==> src/ewrd_pkg.sv <==
`default_nettype none
package ewrd_pkg;
  localparam int ALIGN_SHIFT = 6;
  localparam int WEIGHT_BITS = 8;
  localparam int OFF_W = 49;

  localparam logic [2:0] CFG_RANK_INDEX = 3'd0;
  localparam logic [2:0] CFG_RANK_COUNT = 3'd1;
  localparam logic [2:0] CFG_EPR        = 3'd2;
  localparam logic [2:0] CFG_WORKER     = 3'd3;
  localparam logic [2:0] CFG_WEIGHTS    = 3'd4;
  localparam logic [2:0] CFG_GATE       = 3'd5;
  localparam logic [2:0] CFG_UP         = 3'd6;
  localparam logic [2:0] CFG_DOWN       = 3'd7;

  localparam logic [1:0] ERR_NONE   = 2'd0;
  localparam logic [1:0] ERR_CONFIG = 2'd1;
  localparam logic [1:0] ERR_EXPERT = 2'd2;
  localparam logic [1:0] ERR_LOCAL  = 2'd3;

  typedef struct packed {
    logic start;
    logic div_start;
    logic mul_start;
    logic [1:0] proj;
    logic capture;
    logic emit_desc;
    logic emit_status;
    logic last;
    logic set_err;
    logic [1:0] err_code;
  } ewrd_cmd_t;

  typedef struct packed {
    logic cfg_bad;
    logic negative;
    logic too_large;
    logic div_done;
    logic is_local;
    logic mul_done;
    logic len_zero;
  } ewrd_stat_t;
endpackage
`default_nettype wire

==> src/ewrd_ctrl.sv <==
`default_nettype none
module ewrd_ctrl
  import ewrd_pkg::*;
(
  input  wire logic clk,
  input  wire logic rst,
  input  wire logic in_fire,
  input  wire logic out_free,
  input  wire ewrd_stat_t stat,
  output ewrd_cmd_t cmd,
  output logic in_ready
);
  localparam logic [2:0] S_IDLE  = 3'd0;
  localparam logic [2:0] S_CHECK = 3'd1;
  localparam logic [2:0] S_DIV   = 3'd2;
  localparam logic [2:0] S_MUL   = 3'd3;
  localparam logic [2:0] S_WAITM = 3'd4;
  localparam logic [2:0] S_EMIT  = 3'd5;
  localparam logic [2:0] S_STAT  = 3'd6;
  localparam logic [2:0] S_FLUSH = 3'd7;

  logic [2:0] state, state_next;
  logic [1:0] proj, proj_next;
  logic any, any_next;

  assign in_ready = (state == S_IDLE);

  always_comb begin
    state_next = state;
    proj_next = proj;
    any_next = any;
    cmd = '0;
    cmd.proj = proj;
    case (state)
      S_IDLE: begin
        if (in_fire) begin
          cmd.start = 1'b1;
          state_next = S_CHECK;
          proj_next = 2'd0;
          any_next = 1'b0;
        end
      end
      S_CHECK: begin
        if (stat.cfg_bad) begin
          cmd.set_err = 1'b1;
          cmd.err_code = ERR_CONFIG;
          state_next = S_STAT;
        end else if (stat.negative) begin
          state_next = S_STAT;
        end else if (stat.too_large) begin
          cmd.set_err = 1'b1;
          cmd.err_code = ERR_EXPERT;
          state_next = S_STAT;
        end else begin
          cmd.div_start = 1'b1;
          state_next = S_DIV;
        end
      end
      S_DIV: begin
        if (stat.div_done) begin
          if (stat.is_local) begin
            cmd.set_err = 1'b1;
            cmd.err_code = ERR_LOCAL;
            state_next = S_STAT;
          end else begin
            state_next = S_MUL;
          end
        end
      end
      S_MUL: begin
        cmd.mul_start = 1'b1;
        state_next = S_WAITM;
      end
      S_WAITM: begin
        if (stat.mul_done) begin
          // a held descriptor goes out once a later one exists, or at the end through the flush state
          if (!stat.len_zero && any) begin
            state_next = S_EMIT;
          end else begin
            if (!stat.len_zero) begin
              cmd.capture = 1'b1;
              any_next = 1'b1;
            end
            if (proj == 2'd2) begin
              state_next = (any || !stat.len_zero) ? S_FLUSH : S_STAT;
            end else begin
              proj_next = proj + 2'd1;
              state_next = S_MUL;
            end
          end
        end
      end
      S_EMIT: begin
        if (out_free) begin
          cmd.emit_desc = 1'b1;
          cmd.capture = 1'b1;
          if (proj == 2'd2) begin
            state_next = S_FLUSH;
          end else begin
            proj_next = proj + 2'd1;
            state_next = S_MUL;
          end
        end
      end
      S_FLUSH: begin
        if (out_free) begin
          cmd.emit_desc = 1'b1;
          cmd.last = 1'b1;
          state_next = S_IDLE;
        end
      end
      S_STAT: begin
        if (out_free) begin
          cmd.emit_status = 1'b1;
          cmd.last = 1'b1;
          state_next = S_IDLE;
        end
      end
      default: state_next = S_IDLE;
    endcase
  end

  always_ff @(posedge clk) begin
    if (rst) begin
      state <= S_IDLE;
      proj <= 2'd0;
      any <= 1'b0;
    end else begin
      state <= state_next;
      proj <= proj_next;
      any <= any_next;
    end
  end

  a_proj_range: assert property (@(posedge clk) disable iff (rst) proj != 2'd3)
    else $error("projection counter out of range");
  a_emit_excl: assert property (@(posedge clk) disable iff (rst)
    !(cmd.emit_desc && cmd.emit_status)) else $error("two emits at once");
  a_start_idle: assert property (@(posedge clk) disable iff (rst)
    cmd.start |=> state == S_CHECK) else $error("start did not advance");
endmodule
`default_nettype wire

==> config.mk <==
export PLATFORM = sky130hd
export DESIGN_NAME = ewrd_ctrl
export DESIGN_NICKNAME = d
export VERILOG_FILES = /design/src/ewrd_pkg.sv /design/src/ewrd_ctrl.sv
export SDC_FILE = /design/constraint.sdc
export NUM_CORES = 1
export LEC_CHECK = 0
export ABC_CLOCK_PERIOD_IN_PS = 2800
export BUFFER_PORTS_ARGS = -buffer_cell sky130_fd_sc_hd__buf_4
export CORE_MARGIN = 2
export CORE_UTILIZATION = 31
export CTS_CLUSTER_DIAMETER = 40
export DETAILED_ROUTE_END_ITERATION = 10
export SYNTH_ARGS = -nofsm -noshare
export SYNTH_HDL_FRONTEND = slang
export SYNTH_SLANG_ARGS = --single-unit
==> constraint.sdc <==
create_clock -name clk -period 2.8 [get_ports clk]
set_input_delay 0.14 -clock clk [delete_from_list [all_inputs] [get_ports clk]]
set_output_delay 0.14 -clock clk [all_outputs]
set_load 0.005 [all_outputs]
==> results.yml, run 1 <==
grt:
  grt_max_degree: 21
  overflow: 0
  grt.total_usage_pct: 15.1
  grt_pass1_wl_um: 2240
  grt_pass1_vias: 552
  antenna_found_initial: 0
clock_tree:
  cts_buffers: 3
  clk_pin_slew_ps: 40
  clock_latency_ps: 240
  cts_hold_buf: 0
  cts_root_buf: "clkbuf_4"
  ctsResizeCount: 0
  cts_tree: "done"
  post_cts_buffers: 0
  clockBufferDepth: 2
  htree_levels: 1
  cts_sinks: 6
min_path:
  hold_end: "any"
  min-delay-start: "rst"
  hold_class: "input port to flip-flop"
  hold-path-cell-count: 2
layout:
  postLayoutCellArea_um2: 731
  nets: 111
  n_antenna_cell: 0
  layout-drive-gt1-share_pct: 30.9
  final_core_util_pct: 43.7
  syn2layout_area_growth_pct: 36.4
  fillers: 166
  finalNonFillerCells: 114
drt:
  vias: 632
  wirelength_um: 1380
  drt-pass1-iter-count: 4
  met1_length_um: 626
  drt_iter0_drc: 12
  dr_wl_met2_um: 659
  wl_met3_um: 69
  vias_per_cell: 5.54
  drc: 0
  ant_nets: 0
  wl_per_cell_um: 12.1
  dr.max_layer_used: "met4"
sta:
  rsz0062_at_grt: "no"
  tightest_slew_ps: 604
  fin_crit_ps: 1830
  hold_viol: 0
  period_share_pct: 65.5
  fin_setup_tns_ps: 0
  maxSlewViolCount: 0
  setup_viol: 0
  relSlewSlack_pct: 59.7
  fmax_mhz: 545
  fin_skew_ps: 0.321
setup_path:
  cp-end-kind: "flip-flop"
  r2r_setup_slack_ps: 970
  crit_type: "flip-flop to flip-flop"
  worstReg2RegEnd: "proj[1]"
  cp.arrival_ps: 2010
  crit_fanout: 20
  reg2regPathDepth: 4
  start_kind: "flip-flop"
  rr_startpoint: "state[2]"
  required_ps: 2970
logic_synthesis:
  ys_seq_area_share_pct: 22.4
  synth.area.top_cells: "dfxtp_1 (22%), nand2b_1 (9.3%), a21oi_1 (5.6%)"
  syn_inst: 76
  synth_nets: 88
  synth_top_area_share_pct: 22.4
  synth_top_cell_by_area: "dfxtp_1"
  synth-edff-count: 0
  synth_ff_type: "dfxtp_1"
  synthArstFlopShare_pct: 0
  syn_area_um2: 536
  yosys_register_bits: 6
  avgSynthCellArea_um2: 7.05
  synth.distinct_cells: 32
  yosysWarningCount: 0
  yosysMostFrequentCell: "nand2b_1"
  synthTopCellsByCount: "nand2b_1 (8), nor2_1 (7), a21oi_1 (6), dfxtp_1 (6), nand2_1 (6)"
floorplanning:
  die_height_um: 45.6
  core_mm2: 0.00167
  die-area_mm2: 0.00208
  num_rows: 15
  die_w_um: 45.6
  io_pins: 24
  initial_utilization_pct: 32.1
pwr:
  totalPowerFinal_uw: 537
  sequentialPowerShare_pct: 33.2
  power_density_mw_per_mm2: 735
  comb_power_share_pct: 52.5
  p_sw_uw: 232
  leakagePower_nw: 0.340
  internal_power_uw: 305
  ir_worst_vdd_v: 0.000482
  p_sw_share_pct: 43.2
  power.share.clock_pct: 14.4
placed_design:
  hpwl_um: 1100
  dp.cells: 111
  gp_congestion: 0.801
  portBuffers: 23
  post_dp_cell_area_um2: 708
flow_run:
  maxCapViolations: 0
status:
  outcome: "finished clean"
-- cell usage in the layout, fill, tap and decap left out, types with 3 or more instances in the layout --
| cell type | instances |
|---|---|
| nand3_1 | 3 |
| inv_1 | 4 |
| buf_4 | 23 |
| clkbuf_4 | 3 |
| nand2_1 | 6 |
| nand2b_1 | 8 |
| a21oi_1 | 6 |
| o21ai_0 | 4 |
| dfxtp_1 | 6 |
| nor2_1 | 7 |
| nor3_1 | 3 |
-- worst max-delay path, stage by stage (launching register included) --
cell and delay, ps:
dfxtp_1 700, mux2_2 290, o211ai_2 130, or4_1 500, a21oi_1 140
-- state kept, by name, indices dropped and copies added (netlist names) --
signal,flops
any,1
proj,2
state,3
-- worst max path at each step --
stage | start | to | slack, ps | cells past startpoint
floorplan | proj[0] | proj[1] | 1320 | 6
global placement | state[2] | state[2] | 1020 | 4
detailed placement | state[2] | proj[1] | 970 | 4
CTS | state[2] | proj[1] | 950 | 4
global route | state[2] | proj[0] | 810 | 4
finish | state[2] | proj[1] | 970 | 4
-- layer usage --
metal | vias up | global-route usage (%)
met5 | - | 0
met2 | 15 | 23.1
met1 | 295 | 18.1
li1 | 318 | -
met4 | 0 | 8.24
met3 | 4 | 5.56
-- layout make-up --
class                   instances  area (um^2)  share of cell area [%]
flip-flops and latches          6          120                    16.4
multi-input cells              61          379                    51.9
well taps                      17         21.3                    2.91
clock buffers                   3         22.5                    3.08
inverters                       4         15.0                    2.05
repair buffers                 23          173                    23.6
-- metrics by stage --
stage / setup WS, ps / hold slack [ps]
final: 966 / 126
after CTS: 953 / 117
after global placement: 1020 / 372
after detailed placement: 972 / 372
after floorplan: 1320 / 359
after global routing: 808 / 118
-- kinds of logic (layout without fill, tap and decap cells) --
logic type                 Yosys count  in the layout  synth area share (%)
buffers and inverters                9             30                  6.77
and+or+nand+nor                     39             39                  40.0
adders and majority gates            1              1                  2.34
DFF                                  6              6                  22.4
muxes                                1              1                  2.10
AOI/OAI and AO/OA                   20             20                  26.4
-- power by group through the flow --
stage	sequential (mW)	combinational [mW]	clock, mW
finish	0.178	0.282	0.0771
global route	0.188	0.317	0.0882
detailed placement	0.179	0.282	0
CTS	0.178	0.284	0.0810
global placement	0.179	0.281	0
floorplan	0.124	0.229	0
(Power assumes the default switching activity.)
==> inputs of run 2 (changes only) <==
--- a/config.mk
+++ b/config.mk
@@ -5,7 +5,7 @@
 export SDC_FILE = /design/constraint.sdc
 export NUM_CORES = 1
 export LEC_CHECK = 0
-export ABC_CLOCK_PERIOD_IN_PS = 2800
+export ABC_CLOCK_PERIOD_IN_PS = 1700
 export BUFFER_PORTS_ARGS = -buffer_cell sky130_fd_sc_hd__buf_4
 export CORE_MARGIN = 2
 export CORE_UTILIZATION = 31
==> constraint.sdc (replaced) <==
create_clock -name clk -period 1.7 [get_ports clk]
set_input_delay 0.085 -clock clk [delete_from_list [all_inputs] [get_ports clk]]
set_output_delay 0.085 -clock clk [all_outputs]
set_load 0.005 [all_outputs]
==> run 2 against run 1 <==
Against the previous run:
- global-route usage up 0.17 points
- worst setup slack worse by 840 ps
- sequential cell count unchanged
- sequential power up 24%
- core utilization up 1.9 points
- final area up 4.3%
- register-to-register slack worse by 840 ps
- hold slack worse by 66 ps
- die area unchanged
- count of clock-buffer cells in the layout unchanged
==> results.yml, run 2 (same netlist as run 1, synthesis figures left out) <==
status:
  outcome: "finished clean"
pwr:
  power_density_mw_per_mm2: 1250
  leakagePower_nw: 0.361
  totalPowerFinal_uw: 952
  ir_worst_vdd_v: 0.000436
sta:
  tightest_slew_ps: 319
  fin_setup_tns_ps: 0
  fin_crit_ps: 1570
  maxSlewViolCount: 0
  fmax_mhz: 635
  fin_skew_ps: 1.34
  rsz0062_at_grt: "no"
  hold_viol: 0
  period_share_pct: 92.6
  setup_viol: 0
  relSlewSlack_pct: 78.5
grt:
  grt_max_degree: 11
  antenna_found_initial: 0
  overflow: 0
  grt_pass1_wl_um: 2290
  grt.total_usage_pct: 15.3
  grt_pass1_vias: 554
floorplanning:
  io_pins: 24
  num_rows: 15
  die_w_um: 45.6
  die_height_um: 45.6
  initial_utilization_pct: 32.1
  core_mm2: 0.00167
  die-area_mm2: 0.00208
layout:
  layout-drive-gt1-share_pct: 34.7
  regArea_um2: 121
  top_regs: "state (3), proj (2), any (1)"
  syn2layout_area_growth_pct: 42.3
  top_register: "state"
  layout_common_cells: "buf_4 (27), nand2b_1 (8), nor2_1 (7)"
  fillers: 185
  n_antenna_cell: 0
  nets: 115
  multiInputGateArea_um2: 379
  largest_reg_flops: 3
  mostFrequentLayoutCell: "buf_4"
drt:
  wirelength_um: 1410
  vias_per_cell: 5.41
  drt_iter0_drc: 22
  drc: 0
  drt-pass1-iter-count: 4
  ant_nets: 0
  vias: 638
  wl_per_cell_um: 11.9
clock_tree:
  clock_latency_ps: 250
  cts_hold_buf: 0
  cts_sinks: 6
  cts_buffers: 3
  cts_root_buf: "clkbuf_4"
  clk_pin_slew_ps: 50
  cts_tree: "done"
  htree_levels: 1
  clockBufferDepth: 2
setup_path:
  cp.arrival_ps: 1490
  reg2regPathDepth: 6
  start_kind: "flip-flop"
  endpoint: "cmd[2]"
  worstReg2RegEnd: "proj[1]"
  cp_common_cell: "buf_4"
  rr_startpoint: "proj[0]"
  slowest_delay_ps: 390
  crit_type: "flip-flop to primary output"
  startpoint: "state[0]"
  crit_chain: "buf_4 -> nor2b_1 -> nand2_1 -> a21oi_1 -> a21o_1 -> buf_4"
  r2r_setup_slack_ps: 130
  required_ps: 1620
  crit_fanout: 9
  cp_slowest_cell: "dfxtp_2"
  cp-end-kind: "primary output"
placed_design:
  gp_congestion: 0.776
  portBuffers: 23
  hpwl_um: 1120
min_path:
  hold_class: "input port to flip-flop"
flow_run:
  maxCapViolations: 0
run 2: changes by cell type in the layout (fill, tap and decap cells not counted), sizes merged:
cell and delta:
buf +4
run 2: report_power, final:
part           switching (mW)  internal [mW]
logic                   0.304          0.292
clock network          0.0553         0.0801
registers              0.0429          0.178
total                   0.402          0.550
run 2: how the worst min path moves through the flow:
stage                     cells past startpoint  startpoint  slack [ps]       end
after floorplan                               1     stat[4]         270    cmd[2]
after global placement                        2         rst         310   proj[0]
after detailed placement                      2         rst         320  state[1]
after CTS                                     2         rst          60  state[1]
after global routing                          2         rst          70  state[1]
final                                         2         rst          60  state[1]
run 2: per-layer routing:
metal	global-route usage, %	vias up	share of wire, %
met5	0	-	0
met2	22.0	10	46
met4	8.82	0	2.4
li1	-	329	-
met3	2.38	5	2.5
met1	21.2	294	49
run 2: metrics by stage:
step	utilization [%]	hold WS (ps)	cells	cell area, um^2	setup WS, ps
after floorplan	-	268	76	536	215
after global placement	44.2	313	115	738	184
after detailed placement	44.2	317	115	738	166
after CTS	45.5	55.2	118	761	19.5
after global routing	45.6	70.2	118	762	0.340
final	45.6	60.0	118	762	126
run 2: what timing repair did:
item / CTS / global route
resized for setup: 0 / 1
setup buffers: 0 / 0
setup endpoints to repair: 0 / 2
run 2: cell type report:
| class | instances | share of cell area, % |
|---|---|---|
| Sequential cell | 6 | 15.9 |
| Multi-Input combinational cell | 61 | 49.8 |
| Clock buffer | 3 | 2.96 |
| Timing Repair Buffer | 27 | 26.6 |
| Tap cell | 17 | 2.79 |
| Inverter | 4 | 1.97 |
run 2: critical path: cells and delay by family (launching register included):
kind | cells | cell delay, ps
flops | 1 | 390
simple gates | 2 | 260
compound gates | 2 | 310
buf+inv | 2 | 290
==> inputs of run 3 (changes only) <==
--- a/config.mk
+++ b/config.mk
@@ -7,10 +7,13 @@
 export LEC_CHECK = 0
 export ABC_CLOCK_PERIOD_IN_PS = 1700
 export BUFFER_PORTS_ARGS = -buffer_cell sky130_fd_sc_hd__buf_4
+export CELL_PAD_IN_SITES_DETAIL_PLACEMENT = 0
+export CELL_PAD_IN_SITES_GLOBAL_PLACEMENT = 1
 export CORE_MARGIN = 2
-export CORE_UTILIZATION = 31
+export CORE_UTILIZATION = 30
 export CTS_CLUSTER_DIAMETER = 40
 export DETAILED_ROUTE_END_ITERATION = 10
+export PLACE_DENSITY_LB_ADDON = 0.1
 export SYNTH_ARGS = -nofsm -noshare
 export SYNTH_HDL_FRONTEND = slang
 export SYNTH_SLANG_ARGS = --single-unit
==> run 3 against run 2 <==
Against the previous run:
- global-route usage grew 1.3 points
- worst setup slack better by 30 ps
- largest power group unchanged
- clock power fell by 4%
- clock skew is 6.2 ps higher
- largest cell class unchanged
- register-to-register slack better by 40 ps
- die area is 3.1% higher
- critical path type unchanged
- sequential share of layout area down 0.070 points
==> results.yml, run 3 (same netlist as run 1, synthesis figures left out) <==
layout:
  top_regs: "state (3), proj (2), any (1)"
  fillers: 197
  layout_common_cells: "buf_4 (27), nand2b_1 (8), nor2_1 (7)"
  syn2layout_area_growth_pct: 44.4
  mostFrequentLayoutCell: "buf_4"
  finalNonFillerCells: 126
  top_register: "state"
  n_antenna_cell: 0
  layout-drive-gt1-share_pct: 35.6
  nets: 115
  largest_reg_flops: 3
setup_path:
  start_kind: "flip-flop"
  rr_startpoint: "proj[0]"
  startpoint: "state[0]"
  crit_fanout: 9
  cp.arrival_ps: 1460
  crit_type: "flip-flop to primary output"
  required_ps: 1620
  cp-end-kind: "primary output"
grt:
  grt_pass1_wl_um: 2530
  globalRouteMet2Util_pct: 24.7
  antenna_found_initial: 0
  grt.busiest_layer: "met2"
  grt_max_degree: 11
  grt_use_met1_pct: 22.2
  grt.total_usage_pct: 16.5
  overflow: 0
  grt_pass1_vias: 605
  grt_use_met3_pct: 1.96
clock_tree:
  cts_root_buf: "clkbuf_4"
  clock_latency_ps: 240
  cts_buffers: 3
  cts_sinks: 6
  clk_pin_slew_ps: 50
  htree_levels: 1
  clockBufferDepth: 2
  cts_tree: "done"
pwr:
  leakagePower_nw: 0.362
  ir_worst_vdd_v: 0.000527
  power_density_mw_per_mm2: 1220
placed_design:
  gp_congestion: 0.741
  dp.cells: 123
  hpwl_um: 1180
  portBuffers: 23
floorplanning:
  die-area_mm2: 0.00214
  io_pins: 24
  die_w_um: 46.3
  core_mm2: 0.00171
  num_rows: 15
  initial_utilization_pct: 31.4
  die_height_um: 46.3
drt:
  drt-pass1-iter-count: 4
  wl_per_cell_um: 11.5
  drc: 0
  vias_per_cell: 5.20
  vias: 655
  drt_iter0_drc: 16
  ant_nets: 0
  wirelength_um: 1450
sta:
  setup_viol: 0
  fmax_mhz: 648
  tightest_slew_ps: 298
  hold_viol: 0
  relSlewSlack_pct: 79.9
  maxSlewViolCount: 0
  period_share_pct: 90.8
  fin_crit_ps: 1540
  rsz0062_at_grt: "no"
  fin_skew_ps: 7.55
  fin_setup_tns_ps: 0
status:
  outcome: "finished clean"
min_path:
  min-delay-start: "rst"
  hold_class: "input port to flip-flop"
flow_run:
  maxCapViolations: 0
run 3: cell counts in the layout (fill, tap and decap cells not counted):
Identical to the previous run, type by type.
run 3: final timing paths:
path,endpoint,slack [ps],cells after the start
worst max register to register,proj[1],170,6
worst max-delay path,cmd[2],160,6
worst min register to register,proj[0],490,2
worst min-delay path,proj[0],70,2
run 3: metrics by stage:
step | hold WS (ps) | power, mW | worst slack [ps] | cell area, um^2 | utilization [%]
finish | 65.6 | 0.946 | 156 | 773 | 45.3
global route | 73.4 | 1.05 | 30.1 | 773 | 45.3
CTS | 62.7 | 0.960 | 8.57 | 771 | 45.1
detailed placement | 328 | 0.820 | 147 | 748 | 43.8
global placement | 319 | 0.824 | 181 | 748 | 43.8
floorplan | 268 | 0.582 | 215 | 536 | -
run 3: layout make-up:
type	count	area [um^2]	share of cell area, %
Inverter	4	15.0	1.94
Timing Repair Buffer	27	203	26.2
Clock buffer	3	22.5	2.91
Sequential cell	6	123	15.9
Multi-Input combinational cell	61	379	49.0
Tap cell	25	31.3	4.05
run 3: per-layer routing:
metal / part of all wire (%) / vias up
li1: - / 331
met1: 45 / 295
met2: 45 / 27
met3: 8.1 / 2
met4: 1.4 / 0
met5: 0 / -
run 3: report_power, final:
part / internal (mW) / total, mW / switching, mW
Clock: 0.0798 / 0.130 / 0.0506
Sequential: 0.179 / 0.224 / 0.0458
Combinational: 0.293 / 0.591 / 0.299
run 3: critical path, cell delays in order, from the launching register on:
cell and delay [ps]:
dfxtp_2 420, buf_4 180, nor2b_1 170, nand2_1 70, a21oi_1 180, a21o_1 100, buf_4 100
run 3: timing repair:
item	4_1_cts	5_1_grt
gates resized for setup	0	2
setup buffers	0	0
hold buffers	0	0
setup endpoints to repair	0	3
